File: src/hdl/isotp_pkg.sv
`default_nettype none
package isotp_pkg;

    localparam int MAX_MESSAGE_BYTES = 1024;
    localparam int LEN_W = 12;

    localparam logic [2:0] ST_NONE     = 3'd0;
    localparam logic [2:0] ST_REJECT   = 3'd1;
    localparam logic [2:0] ST_FLOW     = 3'd2;
    localparam logic [2:0] ST_MORE     = 3'd3;
    localparam logic [2:0] ST_COMPLETE = 3'd4;
    localparam logic [2:0] ST_EXPIRED  = 3'd5;

    localparam logic [1:0] REQ_FRAME   = 2'd0;
    localparam logic [1:0] REQ_TIMEOUT = 2'd1;
    localparam logic [1:0] REQ_RELEASE = 2'd2;
    localparam logic [1:0] REQ_READ    = 2'd3;

    localparam logic [1:0] CFG_REQUEST_ID    = 2'd0;
    localparam logic [1:0] CFG_ENABLED       = 2'd1;
    localparam logic [1:0] CFG_GAP_TIMEOUT   = 2'd2;
    localparam logic [1:0] CFG_TOTAL_TIMEOUT = 2'd3;

    localparam logic [15:0] GAP_RESET   = 16'd1000;
    localparam logic [19:0] TOTAL_RESET = 20'd10000;

    typedef enum logic [1:0] {
        OP_NONE  = 2'd0,
        OP_WRITE = 2'd1,
        OP_READ  = 2'd2
    } op_t;

    typedef struct packed {
        logic [2:0]  status;
        logic [10:0] msg_length;
        logic        msg_complete;
        logic        rx_active;
    } res_t;

    typedef struct packed {
        op_t              op;
        logic             rd_ok;
        logic [LEN_W-1:0] base;
        logic [2:0]       cnt;
        logic [6:0][7:0]  data;
        res_t             res;
    } cmd_t;

endpackage
`default_nettype wire

File: src/hdl/isotp_cmdq.sv
`default_nettype none
module isotp_cmdq #(
    parameter int W = $bits(isotp_pkg::cmd_t)
) (
    input  wire logic         clk,
    input  wire logic         rst_n,
    input  wire logic         push,
    input  wire logic [W-1:0] push_data,
    input  wire logic         pop,
    output logic              full,
    output logic              not_empty,
    output logic [W-1:0]      head
);
    logic [W-1:0] entry_reg [2];
    logic         wr_ptr_reg, wr_ptr_next;
    logic         rd_ptr_reg, rd_ptr_next;
    logic [1:0]   count_reg, count_next;

    assign full      = (count_reg == 2'd2);
    assign not_empty = (count_reg != 2'd0);
    assign head      = entry_reg[rd_ptr_reg];

    always_comb
    begin
        wr_ptr_next = wr_ptr_reg ^ push;
        rd_ptr_next = rd_ptr_reg ^ pop;
        count_next  = count_reg + {1'b0, push} - {1'b0, pop};
    end

    always_ff @(posedge clk)
    begin
        if (push)
        begin
            entry_reg[wr_ptr_reg] <= push_data;
        end
    end

    always_ff @(posedge clk or negedge rst_n)
    begin
        if (!rst_n)
        begin
            wr_ptr_reg <= 1'b0;
            rd_ptr_reg <= 1'b0;
            count_reg  <= 2'd0;
        end
        else
        begin
            wr_ptr_reg <= wr_ptr_next;
            rd_ptr_reg <= rd_ptr_next;
            count_reg  <= count_next;
        end
    end
endmodule
`default_nettype wire

File: config.mk
export PLATFORM = sky130hd
export DESIGN_NAME = isotp_cmdq
export DESIGN_NICKNAME = d
export VERILOG_FILES = /design/src/hdl/isotp_pkg.sv /design/src/hdl/isotp_cmdq.sv
export SDC_FILE = /design/constraint.sdc
export NUM_CORES = 1
export LEC_CHECK = 0
export ABC_AREA = 1
export BUFFER_PORTS_ARGS = -buffer_cell sky130_fd_sc_hd__buf_2
export CAP_MARGIN = 30
export CORE_ASPECT_RATIO = 0.7
export CORE_MARGIN = 2
export CORE_UTILIZATION = 52
export DETAILED_ROUTE_END_ITERATION = 7
export GPL_TIMING_DRIVEN = 0
export HOLD_SLACK_MARGIN = 0.05
export PLACE_DENSITY = 0.79
export SETUP_SLACK_MARGIN = 0.1
export SYNTH_ARGS = -nofsm -noshare
export SYNTH_HDL_FRONTEND = slang
export SYNTH_SLANG_ARGS = --single-unit
File: constraint.sdc
create_clock -name clk -period 3.25 [get_ports clk]
set_input_delay 0.1625 -clock clk [delete_from_list [all_inputs] [get_ports clk]]
set_output_delay 0.1625 -clock clk [all_outputs]
set_load 0.005 [all_outputs]
**Word level (Yosys, flattened, before mapping)**

Memories as Yosys holds them, arrays and structs flattened.
Cells that the tools add are included.

- $mul: 0
- Bitwise gates (word level): 2
- $lt $le $gt $ge: 0
- Muxes and demuxes: 2
- Div/mod/pow operators: 0
- Shift-type cells: 0
- Reductions and logical operators: 1
- Equality and inequality tests: 1
- Add/sub/neg operators: 2

Operators by type and width:

| cell | count |
|---|---|
| $add 2x1->2 | 1 |
| $eq 2x2->1 const B | 1 |
| $mux 1 | 2 |
| $reduce_bool 2->1 | 1 |
| $sub 2x1->2 | 1 |
| $xor 1x1->1 | 2 |

- Memories: 1
- Word-level logic and storage cells: 12
- Bits of input ports: 94
- Memory bits (writable): 180
- Bits in latches: 0
- Register bits: 4
- Bits in read-only memories: 0
- Output and inout bits: 92

Memories:

| memory | depth | bits a word | read ports | clocked after memory_dff | wr ports | RTL line | RTL |
|---|---|---|---|---|---|---|---|
| entry_reg | 2 | 90 | 1 | 0 | 1 | isotp_cmdq.sv:14 | `logic [W-1:0] entry_reg [2];` |

**Longest topological paths before layout**

- Depth in word-level cells: 2
- Mapped depth: 7
- Gate-level depth less buffers: 7

**Worst setup path after synthesis**

OpenSTA, ideal clock, no wires.

- Path type: register to register
- Start: register wr_ptr_reg
- End: memory entry_reg[0][0] (netlist bit) (enable)
- Setup time: 459 ps
- Setup slack: 242 ps
- Cell stages (with the launch flop): 3
- Arrival time: 2549 ps
- Path buffers: 0
- Required time: 2791 ps
- Cells stage by stage: dfrtp_1 -> inv_1 -> ha_1

RTL lines:

| item | RTL line | RTL |
|---|---|---|
| start, declared | isotp_cmdq.sv:15 | `logic wr_ptr_reg, wr_ptr_next;` |
| start signal, assigned | isotp_cmdq.sv:48 | `wr_ptr_reg <= wr_ptr_next;` |
| end, declared | isotp_cmdq.sv:14 |  |

No word-level cell before the write port.

**Worst setup path in the final report**

- Start: register rd_ptr_reg
- End: output port head[29]

- Word-level cells in the longest chain between the ends: 1

Ends and longest elaborated chain:

| item | RTL line | RTL |
|---|---|---|
| start, declared | isotp_cmdq.sv:16 | `logic rd_ptr_reg, rd_ptr_next;` |
| start signal, assigned | isotp_cmdq.sv:49 | `rd_ptr_reg <= rd_ptr_next;` |
| $mem_v2 2x90 | -- |  |
| end, declared | isotp_cmdq.sv:12 | `output logic [W-1:0] head` |

Every way passes these cells.

==> flow_summary_export.csv <==
group,metric,value,unit
cells_and_area,final_common_cell,"buf_2",
route,wl_per_cell,16.8,µm
clock_tree,htreeDepth,4,
worst_setup_path,worstPathRequired,3.09,ns
clock_tree,root_buffer,"clkbuf_16",
worst_setup_path,r2r_end,"entry_reg[0][68]",
worst_setup_path,reg2reg_slack,1.52,ns
synth,synthTopCellsByArea,"edfxtp_1 (76%), o21ai_1 (5.6%), inv_1 (5.2%)",
power_and_ir_drop,power.static_leakage,4.19,nW
floorplanning,die_x,143,µm
flow_run,maxCapViolCount,0,
placed_design,port_buffers,185,
clock_tree,ctsHoldBuffers,92,
floorplanning,fp-row-count,35,
worst_setup_path,start_kind,"flip-flop",
route,routed_wl,16600,µm
route,drt_iter0_markers,307,
cells_and_area,final_util,0.741,
route,dr.pass1.iters,4,
clock_tree,cts_sinks,184,
cells_and_area,stdcell_count,988,
placed_design,placed_area,8300,µm²
clock_tree,cts_resized,0,
cells_and_area,final_cell_mix,"buf_2 (191), edfxtp_1 (180), inv_1 (97)",
worst_setup_path,reg2reg_from,"wr_ptr_reg",
global_routing,antenna_found_initial,0,
synth,yosysTopAreaCell,"edfxtp_1",
sta,timing.final.crit_period,1.88,ns
synth,synth_top_cell_area_share,0.765,
global_routing,grt_pass1_vias,5034,
power_and_ir_drop,powerDensity,806,nW/µm²
clock_tree,cts_tree,"done",
worst_setup_path,critPathMaxFanout,10,
cells_and_area,antenna_cells,0,
clock_tree,cts.path.max_buffers,2,
clock_tree,cts.clk_slew.worst_paths,0.07,ns
cells_and_area,fill_cells,806,
sta,finalCritPeriodShare,0.578,
synth,yosysUniqueCellTypes,15,
placed_design,numPlacedInstances,866,
floorplanning,pin_count,186,
synth,yosys_warnings,0,
synth,seq_area_frac_synth,0.779,
sta,max_freq,532,MHz
route,num_vias,4787,
hold_path,hp-class,"primary input to async pin",
global_routing,grt_max_degree,61,
worst_setup_path,rr_worst_depth,3,
sta,rsz0062_at_grt,"false",
synth,syn_inst,494,
synth,synth_nets,592,
worst_setup_path,cp-end-kind,"output pin",
sta,skew,0.0143,ns
clock_tree,insertion_delay,0.42,ns
synth,ys_seq_elements,184,
sta,tightest_slew,0.597,ns
sta,relSlewSlack,0.602,
route,drc_errors,0,
placed_design,globalplace.congestion,0.773,
worst_setup_path,worstSetupPathType,"flip-flop to output pin",
floorplanning,start_util,0.534,
worst_setup_path,cp.arrival,1.72,ns
clock_tree,cts_buffers,17,
floorplanning,die_area,14600,µm²
cells_and_area,finalInstanceArea,9800,µm²
route,drtAntennaViolNets,0,
cells_and_area,largest_register_ffs,180,
run_status,status,"complete, no violations",
global_routing,overflow,0,
route,vias_per_cell,4.85,
sta,hold_viol_final,0,
clock_tree,post_cts_buffers,0,
synth,avgSynthCellArea,14.3,µm²
global_routing,grt_use_total,0.233,
synth,netlist_area,7070,µm²
sta,setup_viol,0,
cells_and_area,synthToLayoutAreaGrowth,38.6,%
sta,report.final.slew_viol_count,0,
placed_design,dp_hpwl,9480,µm
cells_and_area,drive_gt1_frac,0.319,
floorplanning,die-height,102,µm
cells_and_area,nNetsFinal,890,
power_and_ir_drop,ir_drop,468,µV
floorplanning,core_area,13200,µm²
global_routing,grt_pass1_wl,25100,µm
==> synthesized netlist by cell type, drive strengths merged <==
cell / count
buf: 17
clkbuf: 3
dfrtp: 4
edfxtp: 180
ha: 4
inv: 97
nand2: 96
nand3: 1
nor2: 1
o21ai: 90
xor2: 1
==> worst max path at each step <==
| stage | end | start | slack [ns] | cells after the start |
|---|---|---|---|---|
| CTS | head[29] | rd_ptr_reg | 1.34 | 4 |
| global route | head[35] | rd_ptr_reg | 1.24 | 4 |
| finish | head[29] | rd_ptr_reg | 1.37 | 4 |
| detailed placement | entry_reg[0][60] | wr_ptr_reg | 1.50 | 3 |
| global placement | entry_reg[0][60] | wr_ptr_reg | -0.76 | 2 |
| floorplan | entry_reg[0][0] | wr_ptr_reg | 0.24 | 2 |
==> area by class of cell <==
| class | instances | area (µm²) | area share |
|---|---|---|---|
| inverter | 97 | 364 | 0.0372 |
| clock inverter | 13 | 146 | 0.0149 |
| tap | 185 | 231 | 0.0236 |
| multi-input combinational | 193 | 970 | 0.0990 |
| buffer | 20 | 253 | 0.0258 |
| sequential | 184 | 5510 | 0.562 |
| timing repair buffer | 279 | 1900 | 0.194 |
| clock buffer | 17 | 425 | 0.0434 |
==> per-layer routing <==
layer / part of all wire / routed length [µm] / global-route usage / vias up
met5: 0 / 0 / 0 / -
met4: 0.015 / 255 / 0.0671 / 0
met1: 0.39 / 6450 / 0.264 / 2294
li1: - / - / - / 2260
met3: 0.074 / 1240 / 0.0728 / 32
met2: 0.52 / 8680 / 0.430 / 201
==> per-stage QoR <==
step	total power, mW	TNS [ns]	hold slack (ns)	setup slack [ns]
after floorplan	4.74	0	-0.133	0.242
after global placement	5.73	-129.57	-0.0290	-0.758
after detailed placement	5.82	0	-0.0242	1.50
after CTS	7.90	0	0.0665	1.34
after global routing	8.32	0	0.0824	1.24
final	7.89	0	0.0860	1.37
==> critical path, stage by stage (launching register included) <==
cell and delay, ns:
dfrtp_1 0.35, buf_6 0.17, clkbuf_1 0.47, o21ai_1 0.14, buf_2 0.17
==> logic make-up (layout without fill, tap and decap cells) <==
logic type,count (synthesis),count (layout),share of synthesized area
buffers and inverters,117,426,0.0873
flip-flops,184,184,0.779
XOR/XNOR,1,1,0.00124
adder cells (fa/ha/maj),4,4,0.00708
AO/OA/AOI/OAI,90,90,0.0696
AND/OR/NAND/NOR,98,98,0.0558
==> where the power goes <==
part	switching [mW]	internal, mW
sequential	0.123	3.15
combinational	1.49	1.13
clock	0.868	1.13
total	2.48	5.41
No activity file was read; power rests on OpenSTA's default activity.
