--- src/hdl/isotp_pkg.sv ---
`default_nettype none
package isotp_pkg;

    localparam int MAX_MESSAGE_BYTES = 1024;
    localparam int LEN_W = 12;

    localparam logic [2:0] ST_NONE     = 3'd0;
    localparam logic [2:0] ST_REJECT   = 3'd1;
    localparam logic [2:0] ST_FLOW     = 3'd2;
    localparam logic [2:0] ST_MORE     = 3'd3;
    localparam logic [2:0] ST_COMPLETE = 3'd4;
    localparam logic [2:0] ST_EXPIRED  = 3'd5;

    localparam logic [1:0] REQ_FRAME   = 2'd0;
    localparam logic [1:0] REQ_TIMEOUT = 2'd1;
    localparam logic [1:0] REQ_RELEASE = 2'd2;
    localparam logic [1:0] REQ_READ    = 2'd3;

    localparam logic [1:0] CFG_REQUEST_ID    = 2'd0;
    localparam logic [1:0] CFG_ENABLED       = 2'd1;
    localparam logic [1:0] CFG_GAP_TIMEOUT   = 2'd2;
    localparam logic [1:0] CFG_TOTAL_TIMEOUT = 2'd3;

    localparam logic [15:0] GAP_RESET   = 16'd1000;
    localparam logic [19:0] TOTAL_RESET = 20'd10000;

    typedef enum logic [1:0] {
        OP_NONE  = 2'd0,
        OP_WRITE = 2'd1,
        OP_READ  = 2'd2
    } op_t;

    typedef struct packed {
        logic [2:0]  status;
        logic [10:0] msg_length;
        logic        msg_complete;
        logic        rx_active;
    } res_t;

    typedef struct packed {
        op_t              op;
        logic             rd_ok;
        logic [LEN_W-1:0] base;
        logic [2:0]       cnt;
        logic [6:0][7:0]  data;
        res_t             res;
    } cmd_t;

endpackage
`default_nettype wire

--- src/hdl/isotp_front.sv ---
`default_nettype none
module isotp_front #(
    parameter int MAX_BYTES = isotp_pkg::MAX_MESSAGE_BYTES
) (
    input  wire logic          clk,
    input  wire logic          rst_n,
    input  wire logic          cfg_we,
    input  wire logic [1:0]    cfg_index,
    input  wire logic [19:0]   cfg_wdata,
    input  wire logic          s_tvalid,
    output logic               s_tready,
    input  wire logic [1:0]    s_tuser,
    input  wire logic [143:0]  s_tdata,
    input  wire logic          q_full,
    output logic               q_push,
    output isotp_pkg::cmd_t    q_cmd
);
    localparam logic [isotp_pkg::LEN_W-1:0] MAX_L = isotp_pkg::LEN_W'(MAX_BYTES);

    logic [10:0] req_id_reg, req_id_next;
    logic        en_reg, en_next;
    logic [15:0] gap_reg, gap_next;
    logic [19:0] tot_reg, tot_next;
    logic [isotp_pkg::LEN_W-1:0] total_reg, total_next;
    logic [isotp_pkg::LEN_W-1:0] fill_reg, fill_next;
    logic        active_reg, active_next;
    logic        done_reg, done_next;
    logic [3:0]  seq_reg, seq_next;
    logic [2:0]  fib_reg, fib_next;
    logic [31:0] start_reg, start_next;
    logic [31:0] last_reg, last_next;

    logic [28:0] frame_id;
    logic        frame_ext, frame_rtr;
    logic [3:0]  frame_dlc;
    logic [63:0] payload;
    logic [31:0] now_ms;
    logic [9:0]  read_index;

    assign frame_id   = s_tdata[28:0];
    assign frame_ext  = s_tdata[29];
    assign frame_rtr  = s_tdata[30];
    assign frame_dlc  = s_tdata[34:31];
    assign payload    = s_tdata[98:35];
    assign now_ms     = s_tdata[130:99];
    assign read_index = s_tdata[140:131];

    assign s_tready = !q_full;
    assign q_push   = s_tvalid && !q_full;

    function automatic logic pad_bad(input logic [63:0] p, input logic [3:0] n);
        logic bad;
        bad = 1'b0;
        for (int i = 1; i < 8; i++)
        begin
            if ((4'(i) > n) && (p[8*i +: 8] != 8'd0))
            begin
                bad = 1'b1;
            end
        end
        return bad;
    endfunction

    always_comb
    begin
        logic                        expired;
        logic                        wipe;
        logic [3:0]                  kind;
        logic [3:0]                  low;
        logic [isotp_pkg::LEN_W-1:0] n12;
        logic [isotp_pkg::LEN_W-1:0] rem;
        logic [2:0]                  ncf;
        logic [2:0]                  status;

        req_id_next = req_id_reg;
        en_next     = en_reg;
        gap_next    = gap_reg;
        tot_next    = tot_reg;
        total_next  = total_reg;
        fill_next   = fill_reg;
        active_next = active_reg;
        done_next   = done_reg;
        seq_next    = seq_reg;
        fib_next    = fib_reg;
        start_next  = start_reg;
        last_next   = last_reg;

        wipe   = 1'b0;
        status = isotp_pkg::ST_NONE;
        kind   = payload[7:4];
        low    = payload[3:0];
        n12    = {low, payload[15:8]};
        rem    = (total_reg > fill_reg) ? (total_reg - fill_reg) : '0;
        ncf    = (rem > isotp_pkg::LEN_W'(7)) ? 3'd7 : rem[2:0];
        expired = active_reg &&
                  (((now_ms - last_reg) > {16'd0, gap_reg}) ||
                   ((now_ms - start_reg) > {12'd0, tot_reg}));

        q_cmd       = '0;
        q_cmd.op    = isotp_pkg::OP_NONE;

        if (q_push)
        begin
            case (s_tuser)
                isotp_pkg::REQ_FRAME:
                begin
                    if (!en_reg)
                    begin
                        status = isotp_pkg::ST_REJECT;
                    end
                    else if (frame_ext || (frame_id != {18'd0, req_id_reg}) || done_reg)
                    begin
                        status = isotp_pkg::ST_NONE;
                    end
                    else if (expired || frame_rtr || (frame_dlc != 4'd8))
                    begin
                        wipe   = 1'b1;
                        status = isotp_pkg::ST_REJECT;
                    end
                    else if (kind == 4'd0)
                    begin
                        if (active_reg || (low == 4'd0) || (low > 4'd7) || pad_bad(payload, low))
                        begin
                            wipe   = 1'b1;
                            status = isotp_pkg::ST_REJECT;
                        end
                        else
                        begin
                            q_cmd.op   = isotp_pkg::OP_WRITE;
                            q_cmd.cnt  = low[2:0];
                            q_cmd.data = payload[63:8];
                            fill_next  = isotp_pkg::LEN_W'(low);
                            total_next = isotp_pkg::LEN_W'(low);
                            done_next  = 1'b1;
                            status     = isotp_pkg::ST_COMPLETE;
                        end
                    end
                    else if (kind == 4'd1)
                    begin
                        if (active_reg || (n12 < isotp_pkg::LEN_W'(8)) || (n12 > MAX_L))
                        begin
                            wipe   = 1'b1;
                            status = isotp_pkg::ST_REJECT;
                        end
                        else
                        begin
                            q_cmd.op    = isotp_pkg::OP_WRITE;
                            q_cmd.cnt   = 3'd6;
                            q_cmd.data  = {8'd0, payload[63:16]};
                            total_next  = n12;
                            fill_next   = isotp_pkg::LEN_W'(6);
                            active_next = 1'b1;
                            start_next  = now_ms;
                            last_next   = now_ms;
                            seq_next    = 4'd1;
                            fib_next    = 3'd0;
                            status      = isotp_pkg::ST_FLOW;
                        end
                    end
                    else if ((kind != 4'd2) || !active_reg || (low != seq_reg) ||
                             pad_bad(payload, {1'b0, ncf}))
                    begin
                        wipe   = 1'b1;
                        status = isotp_pkg::ST_REJECT;
                    end
                    else
                    begin
                        q_cmd.op   = isotp_pkg::OP_WRITE;
                        q_cmd.base = fill_reg;
                        q_cmd.cnt  = ncf;
                        q_cmd.data = payload[63:8];
                        fill_next  = fill_reg + isotp_pkg::LEN_W'(ncf);
                        last_next  = now_ms;
                        seq_next   = seq_reg + 4'd1;
                        if (fill_next >= total_reg)
                        begin
                            active_next = 1'b0;
                            done_next   = 1'b1;
                            status      = isotp_pkg::ST_COMPLETE;
                        end
                        else if (fib_reg >= 3'd7)
                        begin
                            fib_next = 3'd0;
                            status   = isotp_pkg::ST_FLOW;
                        end
                        else
                        begin
                            fib_next = fib_reg + 3'd1;
                            status   = isotp_pkg::ST_MORE;
                        end
                    end
                end
                isotp_pkg::REQ_TIMEOUT:
                begin
                    if (expired)
                    begin
                        wipe   = 1'b1;
                        status = isotp_pkg::ST_EXPIRED;
                    end
                end
                isotp_pkg::REQ_RELEASE:
                begin
                    wipe = 1'b1;
                end
                default:
                begin
                    q_cmd.op    = isotp_pkg::OP_READ;
                    q_cmd.base  = isotp_pkg::LEN_W'(read_index);
                    q_cmd.rd_ok = (isotp_pkg::LEN_W'(read_index) < fill_reg) &&
                                  (isotp_pkg::LEN_W'(read_index) < MAX_L);
                end
            endcase
        end

        if (cfg_we)
        begin
            case (cfg_index)
                isotp_pkg::CFG_REQUEST_ID:
                begin
                    wipe        = 1'b1;
                    start_next  = '0;
                    last_next   = '0;
                    req_id_next = cfg_wdata[10:0];
                    en_next     = 1'b1;
                end
                isotp_pkg::CFG_ENABLED:       en_next  = cfg_wdata[0];
                isotp_pkg::CFG_GAP_TIMEOUT:   gap_next = cfg_wdata[15:0];
                default:                      tot_next = cfg_wdata;
            endcase
        end

        if (wipe)
        begin
            total_next  = '0;
            fill_next   = '0;
            active_next = 1'b0;
            done_next   = 1'b0;
            seq_next    = 4'd1;
            fib_next    = 3'd0;
        end

        q_cmd.res.status       = status;
        q_cmd.res.msg_length   = total_next[10:0];
        q_cmd.res.msg_complete = done_next;
        q_cmd.res.rx_active    = active_next;
    end

    always_ff @(posedge clk or negedge rst_n)
    begin
        if (!rst_n)
        begin
            req_id_reg <= '0;
            en_reg     <= 1'b0;
            gap_reg    <= isotp_pkg::GAP_RESET;
            tot_reg    <= isotp_pkg::TOTAL_RESET;
            total_reg  <= '0;
            fill_reg   <= '0;
            active_reg <= 1'b0;
            done_reg   <= 1'b0;
            seq_reg    <= 4'd1;
            fib_reg    <= 3'd0;
            start_reg  <= '0;
            last_reg   <= '0;
        end
        else
        begin
            req_id_reg <= req_id_next;
            en_reg     <= en_next;
            gap_reg    <= gap_next;
            tot_reg    <= tot_next;
            total_reg  <= total_next;
            fill_reg   <= fill_next;
            active_reg <= active_next;
            done_reg   <= done_next;
            seq_reg    <= seq_next;
            fib_reg    <= fib_next;
            start_reg  <= start_next;
            last_reg   <= last_next;
        end
    end
endmodule
`default_nettype wire

--- config.mk ---
export PLATFORM = sky130hd
export DESIGN_NAME = isotp_front
export DESIGN_NICKNAME = d
export VERILOG_FILES = /design/src/hdl/isotp_pkg.sv /design/src/hdl/isotp_front.sv
export SDC_FILE = /design/constraint.sdc
export NUM_CORES = 1
export LEC_CHECK = 0
export BUFFER_PORTS_ARGS = -buffer_cell sky130_fd_sc_hd__buf_4
export CAP_MARGIN = 20
export CORE_MARGIN = 2
export CORE_UTILIZATION = 54
export DETAILED_ROUTE_END_ITERATION = 12
export PLACE_DENSITY = 0.78
export SKIP_CTS_REPAIR_TIMING = 1
export SYNTH_ARGS = -nofsm -noshare
export SYNTH_HDL_FRONTEND = slang
export SYNTH_SLANG_ARGS = --single-unit
export TNS_END_PERCENT = 1
--- constraint.sdc ---
create_clock -name clk -period 9 [get_ports clk]
set_input_delay 0.45 -clock clk [delete_from_list [all_inputs] [get_ports clk]]
set_output_delay 0.45 -clock clk [all_outputs]
set_load 0.02 [all_outputs]
Yosys cells after proc, flatten, opt, wreduce, memory -nomap -nowiden --
Index checks and enable logic that the tools add are counted.
Word-level totals: register bits after elaboration 145, output and inout port bits 92, input bits 173
Cells by class: multiplexer cells 165, $lt $le $gt $ge 24, equality and inequality tests 19, reduce and logical (&&, ||, !) cells 58, add/subtract/negate cells 6, bitwise gates (word level) 1
Operators by type and width (count):
- $mux W32 | 21
- $mux W59 | 5
- $mux W12 | 24
- $mux W71 | 4
- $mux W74 | 1
- $mux W3 | 23
- $mux W1 | 66
- $sub A32 B32 Y32 | 2
- $reduce_bool A8 Y1 | 7
- $mux W4 | 10
- $gt A32 B16 Y1 | 1
- $gt A32 B20 Y1 | 1
- $ne A29 B11 Y1 | 1
- $pmux W12 S2 | 1
- $reduce_and A8 Y1 | 3
- $gt A3 B4 Y1 const A | 4
- $logic_and A1 B1 Y1 | 16
- $ne A3 B2 Y1 const B | 5
- $logic_or A1 B1 Y1 | 13
- $add A12 B3 Y12 | 1
- $ge A12 B12 Y1 | 1
- $gt A12 B11 Y1 const B | 1
- $gt A12 B12 Y1 | 1
- $gt A12 B3 Y1 const B | 1
- other kinds (35) | 60

Longest topological paths before layout --
Gate-level depths: netlist of run 1.
depth in word-level cells 33, gate-level depth with buffers 30, mapped depth without buffers 30

Worst setup path after synthesis of run 1 --
OpenSTA, ideal clock, no wires.
kind register to output, from reg fill_reg[9] in the netlist's numbering, to out q_cmd[15] in the netlist's numbering, cell stages (with the launch flop) 31, data arrival time 5.723 ns, required time 8.550 ns, setup slack 2.827 ns, cell sequence dfrtp_1 inv_1 ha_1 clkbuf_1 and2_1 nor3_1 o221ai_1 or4_1 nor4_1 o2111ai_1 nor3_1 a21oi_1 ha_1 inv_1 fa_1 nor2b_1 o21ai_0 inv_1 nand3_1 inv_1 nand3_1 nor3_1 xnor2_1 ha_1 o21ai_0 a21oi_1 o211a_1 a21o_1 nand3_1 mux2_2 nor3_1
RTL lines:
- from (decl) | RTL line isotp_front.sv:25 | logic [isotp_pkg::LEN_W-1:0] fill_reg, fill_next;
- from (signal assigned) | RTL line isotp_front.sv:272 | fill_reg <= fill_next;
- to (decl) | RTL line isotp_front.sv:16 | output isotp_pkg::cmd_t q_cmd

==> flow_summary.yaml, run 1 <==
timing:
  whs_ns: 0.0399
  final_hold_viol_count: 0
  slew_headroom_pct: 30.4
  tightest_slew_ns: 1.04
  rsz0062_at_grt: "false"
  fin_crit_ns: 7.66
  fmax_ghz: 0.131
  fin_ws_ns: 1.34
  slew_violations: 0
  final.setup.tns_ns: 0
  fin_skew_ns: 0.0161
  finalSetupViolations: 0
  post-route-period-util_pct: 85.1
pwr:
  leakage_nw: 7.36
  power_mw: 1.99
  ir_worst_vdd_uv: 110
  power.density_nw_per_um2: 119
global_route:
  gr-usage-all-layers_pct: 33.7
  antenna_found_initial: 0
  grt_pass1_vias: 14200
  grt_start_max_net_pins: 85
  grt_pass1_wl_mm: 74.9
  overflow: 0
logic_synthesis:
  synth_compound_gate_area_share_pct: 23.6
  ys_ff_latch: 145
  synthXorXnorAreaFrac_pct: 4.20
  ys_top_cells_by_area: "dfrtp_1 (23%), ha_1 (12%), a21oi_1 (5.3%)"
  synth_top_area_share_pct: 23.5
  async_flop_share_pct: 100
  seq_area_frac_synth_pct: 25.7
  synth_top_family_by_area: "compound AO/OA/AOI/OAI gates"
  yosysWarnings: 0
  ys.flop_type: "dfrtp_1"
  synth_cell_types: 79
  synth_common_cells: "nor2_1 (179), nand2_1 (174), inv_1 (152), a21oi_1 (149), ha_1 (138)"
  avgSynthCellArea_um2: 7.94
  synth_edf_count: 0
  muxShareOfSynthArea_pct: 7.00
  synthesis.nets: 2101
  yosys.area_share.simple_pct: 19.6
  synth_most_common_cell: "nor2_1"
  synth_fa_ha_area_share_pct: 12.7
  yosysTopAreaCell: "dfrtp_1"
  syn_inst: 1786
  syn-cell-area_um2: 14200
setup_path:
  end_kind: "output pin"
  crit_path_max_incr_delay_ns: 0.50
  critPathBufInv: 5
  cpMaxStageDelayCell: "or4_1"
  cp-start-kind: "flop"
  path_delay_family: "simple AND/OR/NAND/NOR gates"
  required_ns: 8.55
  crit_type: "reg2out"
  critPathMaxFanout: 10
  arrival_ns: 7.21
placement:
  dp_cells: 2297
  gp_congestion: 1.03
  portBuffers: 261
  dpl_worst_slack_ns: 1.70
  placement.cell_area_um2: 16200
  dpl.hpwl_mm: 36.9
finish:
  n_fill_cell: 2270
  nets: 2298
  postLayoutCellArea_um2: 16800
  fin_cells: 2331
  area_delta_synth_final_pct: 18.6
  drive_gt1_share_pct: 19.5
  final_util_pct: 64.9
  diodes: 0
clocking:
  cts_sinks: 145
  cts_buffers: 17
  cts_buffer_depth: 2
  htreeDepth: 4
  cts_tree: "yes"
  clock_latency_ns: 0.45
  cts.clk_slew.worst_paths_ns: 0.08
  cts-root-buf: "clkbuf_16"
detailed_routing:
  ant_nets: 0
  dr.pass1.iters: 7
  wl_mm: 47.4
  vias: 14700
  drt-initial-drc-count: 1302
  wl_per_cell_um: 20.4
  drc: 0
  viasPerCell: 6.30
floorplan:
  design.portCount: 265
  die_area_um2: 27600
  die_width_um: 166
  start_util_pct: 54.7
  rows: 59
  core_area_um2: 25900
  die_h_um: 166
hold_path:
  hp-class: "in2async"
run:
  maxCapViolCount: 0
status:
  status: "complete, no violations"
cell families (layout without fill, tap and decap cells):
group	after synthesis	count (layout)
XOR/XNOR	68	68
AND/OR/NAND/NOR	590	590
flip-flops	145	145
buffers and inverters	248	458
adder cells (fa/ha/maj)	142	142
AO/OA/AOI/OAI	500	500
multiplexers	93	93
per-layer routing:
layer	up-vias	GRT usage (%)	routed length, um
li1	6843	-	-
met3	150	4.91	3170
met1	6962	40.7	18700
met5	-	0	0
met2	724	58.4	23100
met4	0	17.3	2490
power by group:
part | total [mW] | switching (mW) | internal (mW)
Sequential | 0.725 | 0.0256 | 0.699
Combinational | 0.547 | 0.308 | 0.239
Clock | 0.723 | 0.334 | 0.389
area by class of cell:
cell class | count | area [um^2] | area share (%)
tap | 335 | 419 | 2.49
multi-input combinational | 1393 | 9550 | 56.8
inverter | 153 | 574 | 3.41
clock buffer | 18 | 429 | 2.55
sequential | 145 | 3640 | 21.7
timing repair buffer | 273 | 2060 | 12.3
clock inverter | 14 | 141 | 0.841
placed cells by master, fill, tap and decap left out, drive strengths merged, types with 9 or more instances in the layout:
master   instances
and2            22
nor4            26
or4             13
a31oi           18
o2111ai         11
nor2b           16
nor3            32
mux2            50
a22oi           60
nor2           179
a21o            42
o21a            11
clkbuf          19
nand2          174
o21ai           76
buf            272
o211ai          13
nand4           41
nand2b          20
xor2            21
dfstp           12
a22o            12
ha             138
inv            161
a21oi          150
xnor2           47
o31ai            9
nand3           29
dfrtp          133
mux2i           43
final timing paths:
check | start | end | slack [ns] | cells past startpoint
min | rst_n | req_id_reg[3] | 0.04 | 1
max in group asynchronous | rst_n | start_reg[28] | 7.63 | 2
max | fill_reg[9] | q_cmd[15] | 1.34 | 30
min reg2reg | tot_reg[1] | tot_reg[1] | 0.51 | 1
max reg2reg | fill_reg[9] | active_reg | 2.45 | 28
min in group clk | cfg_wdata[18] | tot_reg[18] | 0.23 | 2
Power figures use the tool's default switching activity.
==> run 2, diff against run 1 <==
RECOVER_POWER = 25   (was unset)
==> flow_summary.yaml, run 2 (synthesis gave the netlist of run 1 again) <==
floorplan:
  rows: 59
  start_util_pct: 54.7
  design.portCount: 265
  die_area_um2: 27600
  die_width_um: 166
  die_h_um: 166
  core_area_um2: 25900
setup_path:
  arrival_ns: 7.18
  crit_cells: 30
  required_ns: 8.55
  critPathBufInv: 5
  end_kind: "output pin"
  r2r_end: "active_reg"
  r2r_setup_slack_ns: 2.49
  critPathMaxFanout: 10
  cp-start-kind: "flop"
  rr_worst_depth: 28
  crit_start: "fill_reg[9]"
  r2r-start: "fill_reg[9]"
  crit_type: "reg2out"
  crit_path_max_incr_delay_ns: 0.51
  path_delay_family: "simple AND/OR/NAND/NOR gates"
  endpoint: "q_cmd[15]"
  cpMaxStageDelayCell: "or4_1"
clocking:
  cts_buffer_depth: 2
  cts_buffers: 17
  clock_latency_ns: 0.45
  cts_sinks: 145
  cts_tree: "yes"
  cts-root-buf: "clkbuf_16"
  cts.clk_slew.worst_paths_ns: 0.08
  htreeDepth: 4
global_route:
  grt_start_max_net_pins: 85
  gr-usage-all-layers_pct: 33.7
  busiest_layer: "met2"
  grt_pass1_vias: 14200
  overflow: 0
  grt_use_met3_pct: 4.91
  antenna_found_initial: 0
  use_met1_pct: 40.7
  met2_usage_pct: 58.4
  grt_pass1_wl_mm: 74.9
hold_path:
  hold_depth: 2
  hp-class: "in2reg"
placement:
  portBuffers: 261
  gp_congestion: 1.03
  dpl.hpwl_mm: 36.9
  dp_cells: 2297
detailed_routing:
  wl_mm: 47.4
  drt-initial-drc-count: 1330
  dr.pass1.iters: 7
  drc: 0
  wl_per_cell_um: 20.3
  viasPerCell: 6.28
  ant_nets: 0
  vias: 14600
finish:
  final_common_cell: "buf_4"
  nets: 2298
  mostFrequentLayoutCells: "buf_4 (267), nor2_1 (176), nand2_1 (174)"
  diodes: 0
  fin_cells: 2331
  drive_gt1_share_pct: 19.3
  area_delta_synth_final_pct: 18.5
timing:
  rsz0062_at_grt: "false"
  post-route-period-util_pct: 84.7
  final_hold_viol_count: 0
  final.setup.tns_ns: 0
  finalSetupViolations: 0
  tightest_slew_ns: 4.54
  fin_crit_ns: 7.63
  slew_headroom_pct: -202
  fmax_ghz: 0.131
  slew_violations: 148
  fin_skew_ns: 0.0181
pwr:
  power.density_nw_per_um2: 119
  ir_worst_vdd_uv: 110
  leakage_nw: 7.35
status:
  status: "finished with violations"
  violations: "max-capacitance violations, max-slew violations"
run:
  maxCapViolCount: 2
==> run 2: cell types whose count changed in the layout (fill, tap and decap cells not counted) <==
cell and delta:
buf_6 -1, buf_4 -3, clkbuf_1 +4
==> run 2: cell type report <==
type | instances | area, um^2
multi-input combinational | 1393 | 9550
fill | 2274 | 9110
sequential | 145 | 3640
timing repair buffer | 273 | 2040
inverter | 153 | 574
clock buffer | 18 | 429
tap | 335 | 419
clock inverter | 14 | 141
==> run 2: worst min path at each step <==
stage                        from       endpoint  slack, ns
global route        cfg_wdata[16]    tot_reg[16]       0.23
global placement      gap_reg[10]    gap_reg[10]       0.49
CTS                         rst_n  req_id_reg[9]        0.1
finish              cfg_wdata[18]    tot_reg[18]       0.23
floorplan                   rst_n     active_reg       0.15
detailed placement     tot_reg[1]     tot_reg[1]       0.49
==> run 2: per-stage QoR <==
stage	worst slack, ns	cell area (um^2)	hold slack, ns	power [mW]	utilization (%)
detailed placement	1.70	16200	0.494	1.27	62.6
global route	1.08	16800	0.226	2.08	64.8
floorplan	2.83	14200	0.154	1.06	-
global placement	1.81	16200	0.489	1.25	62.6
finish	1.37	16800	0.229	1.99	64.8
CTS	1.43	16800	0.0959	1.99	64.8
==> run 2: metal layers <==
layer	up-vias	share of wire, %
met1	6891	39
met5	-	0
li1	6840	-
met2	754	49
met4	0	5.4
met3	161	6.7
==> run 2: power breakdown <==
| group | internal (mW) | leakage, nW | switching [mW] |
|---|---|---|---|
| clock network | 0.390 | 0.273 | 0.332 |
| registers | 0.700 | 1.90 | 0.0257 |
| logic | 0.238 | 5.17 | 0.307 |
